[src/hw/rtl/bsa_pkg.sv]
package bsa_pkg;

   localparam int unsigned WordBits  = 32;
   localparam int unsigned BitAw     = 5;
   localparam int unsigned IndexBits = 10;
   localparam int unsigned SlotBits  = 11;
   localparam int unsigned RemBits   = 6;

   localparam logic [SlotBits-1:0] SlotCountReset = 11'd1024;

   localparam logic OP_MARK = 1'b0;
   localparam logic OP_FREE = 1'b1;

   localparam logic STATUS_OK    = 1'b0;
   localparam logic STATUS_RANGE = 1'b1;

   typedef enum logic [2:0] {
      ST_IDLE   = 3'b001,
      ST_MODIFY = 3'b010,
      ST_SCAN   = 3'b100
   } state_type;

   // Outcome of a search of one map word for a clear bit.
   typedef struct packed {
      logic             found;
      logic [BitAw-1:0] pos;
      logic             last;   // no slot above this word lies below the size
   } search_result_type;

endpackage

[src/hw/rtl/bsa_ram.sv]
module bsa_ram #(
   parameter int unsigned WIDTH = 32,
   parameter int unsigned DEPTH = 32
) (
   input  logic                                          clock,
   input  logic                                          wr_en,
   input  logic [((DEPTH > 1) ? $clog2(DEPTH) : 1)-1:0] wr_addr,
   input  logic [WIDTH-1:0]                              wr_data,
   input  logic                                          rd_en,
   input  logic [((DEPTH > 1) ? $clog2(DEPTH) : 1)-1:0] rd_addr,
   output logic [WIDTH-1:0]                              rd_data
);

   logic [WIDTH-1:0] mem_ff [DEPTH];
   logic [WIDTH-1:0] rd_data_ff;

   always_ff @(posedge clock) begin
      if (wr_en) begin
         mem_ff[wr_addr] <= wr_data;
      end
      if (rd_en) begin
         rd_data_ff <= mem_ff[rd_addr];
      end
   end

   assign rd_data = rd_data_ff;

endmodule

[src/hw/rtl/bsa_free_search.sv]
module bsa_free_search import bsa_pkg::*; (
   input  logic [WordBits-1:0] word,
   input  logic [BitAw-1:0]    lo_pos,
   input  logic [SlotBits-1:0] rem,
   output search_result_type   result
);

   logic [RemBits-1:0]  rem_clip;
   logic [WordBits-1:0] avail;

   // rem = size - word base; only bits below it are real slots
   assign rem_clip = (rem > SlotBits'(WordBits)) ? RemBits'(WordBits) : RemBits'(rem);

   always_comb begin
      for (int j = 0; j < WordBits; j++) begin
         avail[j] = !word[j] && (BitAw'(j) >= lo_pos) && (RemBits'(j) < rem_clip);
      end
   end

   always_comb begin
      result.found = |avail;
      result.pos   = '0;
      result.last  = (rem <= SlotBits'(WordBits));
      for (int j = WordBits - 1; j >= 0; j--) begin
         if (avail[j]) begin
            result.pos = BitAw'(j);
         end
      end
   end

endmodule

[src/hw/rtl/bitmap_slot_allocator.sv]
// Channel   | Ports                                         | Beat accepted
// ----------+-----------------------------------------------+--------------------------
// request   | start, busy, req_operation, req_slot_index    | start && !busy
// response  | rsp_strobe, rsp_status, rsp_first_free,       | every cycle rsp_strobe is
//           | rsp_is_full                                   | high (no backpressure)
// config    | csr_wr_en, csr_wr_data (slot_count)           | csr_wr_en
//
// An out-of-range index answers in the cycle after acceptance with no map access.
// A mark or free is a read-modify-write of one map word: the word is read into the
// RAM read register, then the response beat is registered as the word is written back.
// A mark of the slot the first-free pointer names scans on, one map word per cycle.
// busy drops in the cycle the response beat is shown, so the next beat can be taken then.
// Reset (synchronous) clears the per-word valid bits: a word never written reads as all
// free, so no clearing pass is needed. The receiver cannot stall; each beat shows once.
module bitmap_slot_allocator import bsa_pkg::*; #(
   parameter int unsigned MAX_SLOTS = 1024
) (
   input  logic                 clock,
   input  logic                 reset,
   input  logic                 start,
   output logic                 busy,
   input  logic                 req_operation,
   input  logic [IndexBits-1:0] req_slot_index,
   output logic                 rsp_strobe,
   output logic                 rsp_status,
   output logic [SlotBits-1:0]  rsp_first_free,
   output logic                 rsp_is_full,
   input  logic                 csr_wr_en,
   input  logic [SlotBits-1:0]  csr_wr_data
);

   // Indices stop at 1023, so map storage never exceeds 1024 slots; slots above that
   // are never marked and always read as free.
   localparam int unsigned MapSlots = (MAX_SLOTS < 1024) ? MAX_SLOTS : 1024;
   localparam int unsigned MapWords = (MapSlots + WordBits - 1) / WordBits;
   localparam int unsigned WordAw   = (MapWords > 1) ? $clog2(MapWords) : 1;
   localparam int unsigned SizeCap  = (MAX_SLOTS < 2047) ? MAX_SLOTS : 2047;

   localparam logic [WordAw-1:0]   LastWord = WordAw'(MapWords - 1);
   localparam logic [SlotBits-1:0] MapEnd   = SlotBits'(MapWords * WordBits);

   // configuration
   logic [SlotBits-1:0] slot_count_ff, slot_count_in;
   logic [SlotBits-1:0] eff_size;

   // item control
   state_type           state_ff, state_in;
   logic                op_ff, op_in;
   logic [IndexBits-1:0] idx_ff, idx_in;
   logic [SlotBits-1:0] size_ff, size_in;
   logic [WordAw-1:0]   word_ff, word_in;
   logic                rd_valid_ff, rd_valid_in;

   // allocator state outside the map
   logic [SlotBits-1:0] ptr_ff, ptr_in;
   logic                full_ff, full_in;
   logic [MapWords-1:0] valid_ff, valid_in;

   // response beat
   logic                strobe_ff, strobe_in;
   logic                status_ff, status_in;
   logic [SlotBits-1:0] first_free_ff, first_free_in;
   logic                is_full_ff, is_full_in;

   // map memory
   logic                ram_wr_en;
   logic [WordBits-1:0] ram_wr_data;
   logic                ram_rd_en;
   logic [WordAw-1:0]   ram_rd_addr;
   logic [WordBits-1:0] ram_rd_data;

   // search
   logic [WordBits-1:0] map_word;
   logic [WordBits-1:0] new_word;
   logic [WordBits-1:0] search_word;
   logic [BitAw-1:0]    search_lo;
   logic [SlotBits-1:0] word_base;
   logic [SlotBits-1:0] search_rem;
   search_result_type   search;

   logic accept;

   assign accept   = start && !busy;
   assign busy     = (state_ff != ST_IDLE);
   assign eff_size = (slot_count_ff > SlotBits'(SizeCap)) ? SlotBits'(SizeCap) : slot_count_ff;

   // word never written since reset reads as all free
   assign map_word  = rd_valid_ff ? ram_rd_data : '0;
   assign new_word  = (op_ff == OP_MARK) ? (map_word | (WordBits'(1) << idx_ff[BitAw-1:0]))
                                         : (map_word & ~(WordBits'(1) << idx_ff[BitAw-1:0]));
   assign word_base = SlotBits'(word_ff) << BitAw;
   assign search_rem = size_ff - word_base;

   always_comb begin
      if (state_ff == ST_SCAN) begin
         search_word = map_word;
         search_lo   = '0;
      end else begin
         search_word = new_word;
         search_lo   = idx_ff[BitAw-1:0];
      end
   end

   bsa_free_search u_search (
      .word   (search_word),
      .lo_pos (search_lo),
      .rem    (search_rem),
      .result (search)
   );

   bsa_ram #(
      .WIDTH (WordBits),
      .DEPTH (MapWords)
   ) u_map (
      .clock   (clock),
      .wr_en   (ram_wr_en),
      .wr_addr (word_ff),
      .wr_data (ram_wr_data),
      .rd_en   (ram_rd_en),
      .rd_addr (ram_rd_addr),
      .rd_data (ram_rd_data)
   );

   always_comb begin
      slot_count_in = csr_wr_en ? csr_wr_data : slot_count_ff;

      state_in      = state_ff;
      op_in         = op_ff;
      idx_in        = idx_ff;
      size_in       = size_ff;
      word_in       = word_ff;
      rd_valid_in   = rd_valid_ff;
      ptr_in        = ptr_ff;
      full_in       = full_ff;
      valid_in      = valid_ff;
      strobe_in     = 1'b0;
      status_in     = status_ff;
      first_free_in = first_free_ff;
      is_full_in    = is_full_ff;
      ram_wr_en     = 1'b0;
      ram_wr_data   = new_word;
      ram_rd_en     = 1'b0;
      ram_rd_addr   = WordAw'(req_slot_index >> BitAw);

      unique case (state_ff)
         ST_IDLE: begin
            if (accept) begin
               if (SlotBits'(req_slot_index) >= eff_size) begin
                  // rejected: report unchanged state, no map access
                  strobe_in     = 1'b1;
                  status_in     = STATUS_RANGE;
                  first_free_in = ptr_ff;
                  is_full_in    = full_ff;
               end else begin
                  ram_rd_en   = 1'b1;
                  rd_valid_in = valid_ff[ram_rd_addr];
                  op_in       = req_operation;
                  idx_in      = req_slot_index;
                  size_in     = eff_size;
                  word_in     = ram_rd_addr;
                  state_in    = ST_MODIFY;
               end
            end
         end
         ST_MODIFY: begin
            // write-back of the one word this item touches; the scan only reads words
            // above it and the next item reads after this write lands, so no forwarding
            ram_wr_en          = 1'b1;
            valid_in[word_ff]  = 1'b1;
            strobe_in          = 1'b1;
            status_in          = STATUS_OK;
            state_in           = ST_IDLE;
            if (op_ff == OP_FREE) begin
               if (SlotBits'(idx_ff) < ptr_ff) begin
                  ptr_in = SlotBits'(idx_ff);
               end
               full_in = 1'b0;
            end else if (ptr_ff == SlotBits'(idx_ff)) begin
               if (search.found) begin
                  ptr_in = word_base + SlotBits'(search.pos);
               end else if (search.last) begin
                  ptr_in  = size_ff;
                  full_in = 1'b1;
               end else if (word_ff == LastWord) begin
                  ptr_in = MapEnd;
               end else begin
                  strobe_in   = 1'b0;
                  ram_rd_en   = 1'b1;
                  ram_rd_addr = word_ff + WordAw'(1);
                  rd_valid_in = valid_ff[ram_rd_addr];
                  word_in     = ram_rd_addr;
                  state_in    = ST_SCAN;
               end
            end
            if (strobe_in) begin
               first_free_in = ptr_in;
               is_full_in    = full_in;
            end
         end
         ST_SCAN: begin
            strobe_in = 1'b1;
            status_in = STATUS_OK;
            state_in  = ST_IDLE;
            if (search.found) begin
               ptr_in = word_base + SlotBits'(search.pos);
            end else if (search.last) begin
               ptr_in  = size_ff;
               full_in = 1'b1;
            end else if (word_ff == LastWord) begin
               ptr_in = MapEnd;
            end else begin
               strobe_in   = 1'b0;
               ram_rd_en   = 1'b1;
               ram_rd_addr = word_ff + WordAw'(1);
               rd_valid_in = valid_ff[ram_rd_addr];
               word_in     = ram_rd_addr;
               state_in    = ST_SCAN;
            end
            if (strobe_in) begin
               first_free_in = ptr_in;
               is_full_in    = full_in;
            end
         end
         default: begin
            state_in = ST_IDLE;
         end
      endcase
   end

   always_ff @(posedge clock) begin
      if (reset) begin
         slot_count_ff <= SlotCountReset;
         state_ff      <= ST_IDLE;
         ptr_ff        <= '0;
         full_ff       <= 1'b0;
         valid_ff      <= '0;
         strobe_ff     <= 1'b0;
      end else begin
         slot_count_ff <= slot_count_in;
         state_ff      <= state_in;
         ptr_ff        <= ptr_in;
         full_ff       <= full_in;
         valid_ff      <= valid_in;
         strobe_ff     <= strobe_in;
      end
   end

   always_ff @(posedge clock) begin
      op_ff         <= op_in;
      idx_ff        <= idx_in;
      size_ff       <= size_in;
      word_ff       <= word_in;
      rd_valid_ff   <= rd_valid_in;
      status_ff     <= status_in;
      first_free_ff <= first_free_in;
      is_full_ff    <= is_full_in;
   end

   assign rsp_strobe     = strobe_ff;
   assign rsp_status     = status_ff;
   assign rsp_first_free = first_free_ff;
   assign rsp_is_full    = is_full_ff;

endmodule
[config.mk]
export PLATFORM = sky130hd
export DESIGN_NAME = bitmap_slot_allocator
export DESIGN_NICKNAME = d
export VERILOG_FILES = /design/src/hw/rtl/bsa_pkg.sv /design/src/hw/rtl/bsa_ram.sv /design/src/hw/rtl/bsa_free_search.sv /design/src/hw/rtl/bitmap_slot_allocator.sv
export SDC_FILE = /design/constraint.sdc
export NUM_CORES = 2
export LEC_CHECK = 0
export BUFFER_PORTS_ARGS = -buffer_cell sky130_fd_sc_hd__buf_4
export CAP_MARGIN = 20
export CORE_ASPECT_RATIO = 1.4
export CORE_UTILIZATION = 30
export DETAILED_ROUTE_END_ITERATION = 12
export SYNTH_ARGS = -nofsm -noshare
export SYNTH_HDL_FRONTEND = slang
export SYNTH_SLANG_ARGS = --single-unit
[constraint.sdc]
create_clock -name clock -period 9.4 [get_ports clock]
set_input_delay 0.94 -clock clock [delete_from_list [all_inputs] [get_ports clock]]
set_output_delay 0.94 -clock clock [all_outputs]
set_load 0.1 [all_outputs]
# == Word level (Yosys, flattened, before mapping) ==
# Memories as Yosys holds them, arrays and structs flattened. A register that Yosys moved wholly into a read port is not among the register bits.
# Index checks and enable logic that the tools add are counted.
# op_classes
n_shift,1
add_sub_neg,3
n_eq_ne,13
magnitude_cmp,73
muxes,120
reduce_logical,109
bitwise,5
# ops
operator,n
$mux 5,45
$mux 11,11
$lt 5x6->1 const A,16
$mux 32,3
$ge 5x5->1 const A,16
$logic_and 1x1->1,66
$or 32x32->32,2
$lt 4x6->1 const A,8
$ge 4x5->1 const A,8
$mux 1,39
$logic_not 1->1,33
$pmux 11 s3,1
$and 32x32->32,1
$not 32->32,1
$reduce_or 32->1,1
$shl 1x5->32 const A,1
$lt 3x6->1 const A,4
$pmux 11 s2,1
$mux 3,7
$ge 3x5->1 const A,4
$lt 5x6->1 const B,3
$pmux 5 s3,1
$lt 1x6->1 const A,2
$lt 2x6->1 const A,2
33 further kinds,48
# word_totals
reg_bits,100
mem_count,1
elab_cells,339
output_inout_bits,15
in_bits,26
mem_bits_rw,1024
# mem_list
name,words,word_bits,rd,rd_clocked_by_memory_dff,wr,line_no,source
u_map.mem_ff,32,32,1,1,1,bsa_ram.sv:14,logic [WIDTH-1:0] mem_ff [DEPTH];

# == Depth between registers and ports, before layout ==
# logic_depth
word_depth,46
mapped_depth,21

# == Cells and area by module ==
# From an unflattened synthesis, not the netlist that was laid out.
# unflattened
cells_unflattened,3239
area_unflattened_um2,48856.9
# modules_own_cells
module,cells_each,instances,area_each_um2
bsa_ram,2260,1,40812.9
bitmap_slot_allocator,741,1,6417.4
bsa_free_search,238,1,1626.6

# == Least setup slack after synthesis ==
# Ideal clock, no wire load.
# synth_timing
path_kind,reg-to-reg
from,register word_ff[3]
to,"register u_map.rd_data_ff[11] (netlist: u_map.rd_data[11]) (read register of u_map.mem_ff), data pin"
setup_time_ns,0.266
path_stages_with_launch,18
path_slack_ns,4.852
path_buffers,2
arrival_ns,4.282
synth_period_minus_slack_ns,4.548
required_ns,9.134
cell_sequence,edfxtp_1 -> clkbuf_1 -> inv_1 -> ha_1 -> o21ai_1 -> a2111o_1 -> o211a_2 -> or4_4 -> a22oi_2 -> nor3b_4 -> and4b_1 -> nand2_2 -> mux2i_2 -> nor2_1 -> clkbuf_1 -> a221oi_1 -> a31oi_1 -> a22oi_1
# synth_between
elab_chain_cells,10
# synth_lines
item,line_no,source
from (decl),bitmap_slot_allocator.sv:51,"logic [WordAw-1:0] word_ff, word_in;"
from (signal assigned),bitmap_slot_allocator.sv:252,word_ff <= word_in;
$sub 11x10->11,bitmap_slot_allocator.sv:92,assign search_rem = size_ff - word_base;
$gt 11x6->1,bsa_free_search.sv:12,assign rem_clip = (rem > SlotBits'(WordBits)) ? RemBits'(WordBits) : RemBits'(rem);
$mux 6,bsa_free_search.sv:12,
"$lt 1x6->1, or another cell as far along",bsa_free_search.sv:16,avail[j] = !word[j] && (BitAw'(j) >= lo_pos) && (RemBits'(j) < rem_clip);
$logic_and 1x1->1,bsa_free_search.sv:16,
$reduce_or 32->1,bsa_free_search.sv:21,result.found = |avail;
$mux 1 / $mux 5 (equally long branches),bitmap_slot_allocator.sv:179,if (search.found) begin
$mux 1 / $mux 5 (equally long branches),bitmap_slot_allocator.sv:178,end else if (ptr_ff == SlotBits'(idx_ff)) begin
$mux 1 / $mux 5 (equally long branches),bitmap_slot_allocator.sv:173,if (op_ff == OP_FREE) begin
$pmux 1 s3 / $pmux 5 s2 (equally long branches),bitmap_slot_allocator.sv:145,unique case (state_ff)
to (decl),bsa_ram.sv:15,logic [WIDTH-1:0] rd_data_ff;
# Parallel ways exist; a longest one is shown, timed or not.
# A chain may end at the register's enable or synchronous reset.

# == Final worst setup path ==
# layout_timing
from,register word_ff[0]
to,"register u_map.rd_data_ff[16] (netlist: u_map.rd_data[16]) (read register of u_map.mem_ff), data pin"
# The elaborated chain is that of the path after synthesis.

==> impl_metrics.json <==
{
  "worst_slew_margin_rel_pct": 21.5,
  "wl_mm": 154,
  "clkTransAtPathRegs_ps": 60,
  "post-route-period-util_pct": 73.0,
  "crit_required_ps": 9970,
  "synthesis.nets": 3772,
  "async_flop_share_pct": 0,
  "status": "complete, no violations",
  "grt_max_degree": 178,
  "coreArea_um2": 163000,
  "chipWidth_um": 345,
  "max_slew.worst_pin.slew_ps": 1180,
  "fin_skew_ps": 29.6,
  "crit_chain": "buf_4 -> ha_1 -> inv_1 -> fa_1 -> xor2_1 -> nor2_1 -> o2111ai_4 -> nor3_2 -> o211ai_1 -> a211oi_2 -> and4b_1 -> nand3_4 -> nand2_8 -> buf_12 -> a211oi_1 -> a31oi_1 -> a22oi_1 -> a22oi_1",
  "crit_slowest_cell": "nand2_8",
  "ys.warnings.count": 0,
  "drcViolationCount": 0,
  "critPathLaunchType": "register",
  "vias": 32408,
  "nNetsFinal": 3779,
  "hp-class": "primary input to register",
  "synth_cell_types": 94,
  "wl_per_cell_um": 25.9,
  "cts_resized": 0,
  "grt_setup_unrepaired": "false",
  "final-setup-viol-count": 0,
  "netlist_area_um2": 49300,
  "gp_congestion": 0.942,
  "cts_buffer_depth": 3,
  "seq_area_frac_synth_pct": 69.2,
  "hold_violations": 0,
  "cp_max_fo": 177,
  "crit_path_frequent_cell": "a22oi_1",
  "arrival_ps": 7440,
  "finalPower_mw": 11.0,
  "final.min_clock_period_ps": 6870,
  "overflow": 0,
  "final_cell_mix": "edfxtp_1, nand2_1, a31oi_1, nand3_1, nor2_1",
  "critical_path_class": "register to register",
  "clock_sinks": 1156,
  "grt_pass1_vias": 31280,
  "setup_tns_ps": 0,
  "synth_edf_count": 1097,
  "area_growth_pct": 13.5,
  "start_util_pct": 30.3,
  "dp_cells": 5734,
  "final_util_pct": 34.4,
  "h-tree-depth": 3,
  "firstDrtPassIters": 8,
  "max_freq_ghz": 0.146,
  "synth_flop_cell": "edfxtp_1",
  "root_buffer": "clkbuf_16",
  "antenna_found_initial": 3,
  "crit_path_max_incr_delay_ps": 830,
  "fin_cells": 5937,
  "drt_iter0_drc": 3310,
  "io_buffers": 40,
  "drv_cap": 0,
  "cts_hold_buf": 0,
  "rows": 175,
  "insertion_delay_ps": 730,
  "cts_made_buffers": 107,
  "dp.final_hpwl_mm": 86.6,
  "groute.usage.overall_pct": 18.2,
  "die_h_um": 482,
  "layout_commonest_cell": "edfxtp_1",
  "final.setup.worst_slack_ps": 2530,
  "drive_gt1_share_pct": 11.7,
  "place_ws_ps": 2640,
  "grt_pass1_wl_mm": 220,
  "final_antenna_net_count": 0,
  "finalMaxSlewViolations": 0,
  "vias_per_cell": 5.46,
  "endpoint_kind": "register",
  "vdd_drop_max_uv": 151,
  "avgSynthCellArea_um2": 13.3,
  "netlist_instances": 3715,
  "total_leakage_power_nw": 18.8,
  "io_pins": 41,
  "p_per_area_nw_per_um2": 196,
  "die_area_um2": 166000,
  "cts_tree": "yes",
  "synth_seq_cells": 1156,
  "cts_setup_buffers": 0
}
## registers in the layout, summed over array words and instances, names as in the netlist
signal,cells
state_ff,3
rsp_status,1
slot_count_ff,11
word_ff,5
size_ff,11
valid_ff,32
u_map.rd_data,32
full_ff,1
rsp_is_full,1
rsp_first_free,11
rsp_strobe,1
op_ff,1
ptr_ff,11
u_map.mem_ff,1024
idx_ff,10
rd_valid_ff,1
## worst max-delay path, delay by kind of cell, from the launching register on
family / cells / cell delay, ps
simple gates: 5 / 2630
compound gates: 7 / 1650
buf+inv: 3 / 840
fa+ha+maj: 2 / 630
flops: 1 / 330
xor+xnor: 1 / 160
## area by class of cell
cell class | count | area, um^2
antenna | 1 | 2.50
clock buffer | 138 | 2900
clock inverter | 61 | 552
fill | 15809 | 107000
inverter | 44 | 165
multi-input combinational | 2259 | 14300
sequential | 1156 | 34100
tap | 2124 | 2660
timing repair buffer | 154 | 1340
## synthesized netlist by cell type (19+ instances only)
library cell | n | area [um^2]
nor2_1 | 183 | 687
nand2_1 | 644 | 2420
nor3_1 | 25 | 125
ha_1 | 30 | 375
a21o_1 | 19 | 143
and3_1 | 144 | 901
inv_1 | 44 | 165
dfxtp_1 | 59 | 1180
a21oi_1 | 45 | 225
buf_1 | 21 | 78.8
buf_2 | 86 | 430
mux4_2 | 20 | 450
nand2b_1 | 21 | 131
a22oi_1 | 92 | 691
edfxtp_1 | 1097 | 32900
nand3_1 | 168 | 841
a221oi_1 | 61 | 534
a211oi_1 | 128 | 961
and2_1 | 20 | 125
clkbuf_1 | 122 | 458
mux2i_1 | 151 | 1510
o21ai_0 | 72 | 360
a31oi_1 | 190 | 1190
## cell families (layout without fill, tap and decap cells)
family / after synthesis / after routing / share of synthesized area (%)
adders and majority gates: 31 / 31 / 0.801
xor gates and xnor gates: 4 / 4 / 0.0710
muxes: 179 / 179 / 4.17
and+or+nand+nor: 1294 / 1294 / 12.0
other: 0 / 1 / 0
buffers and inverters: 300 / 397 / 2.84
DFF: 1156 / 1156 / 69.2
AOI/OAI and AO/OA: 751 / 751 / 10.9
## path summary, 6_finish.rpt
check	from	endpoint	slack, ps	cells past startpoint
hold / removal	req_operation	op_ff$_DFFE_PP_	400	1
hold reg to reg	ptr_ff[4]$_SDFFE_PP0N_	ptr_ff[4]$_SDFFE_PP0N_	490	2
setup / recovery	word_ff[0]$_DFFE_PP_	u_map.rd_data[16]$_DFFE_PP_	2530	18
setup reg to reg	word_ff[0]$_DFFE_PP_	u_map.rd_data[16]$_DFFE_PP_	2530	18
## layer usage
layer / global-route usage [%] / share of wire (%) / wire length [um]
met5: 0 / 0 / 0
met4: 8.98 / 5.2 / 7960
met3: 2.93 / 6.8 / 10400
met2: 31.2 / 50 / 76400
met1: 22.0 / 38 / 58900
## stage by stage
step                hold WS (ps)  instance area (um^2)
CTS                          363                 56000
floorplan                    452                 49300
global route                 383                 56000
global placement             466                 52500
detailed placement           477                 52500
finish                       405                 56000
## where the power goes
group / switching (mW) / total [mW] / internal [mW]
registers: 0.0460 / 5.76 / 5.72
clock network: 1.93 / 4.33 / 2.40
logic: 0.622 / 0.871 / 0.249
total: 2.60 / 11.0 / 8.37
No activity file was read; power rests on OpenSTA's default activity.
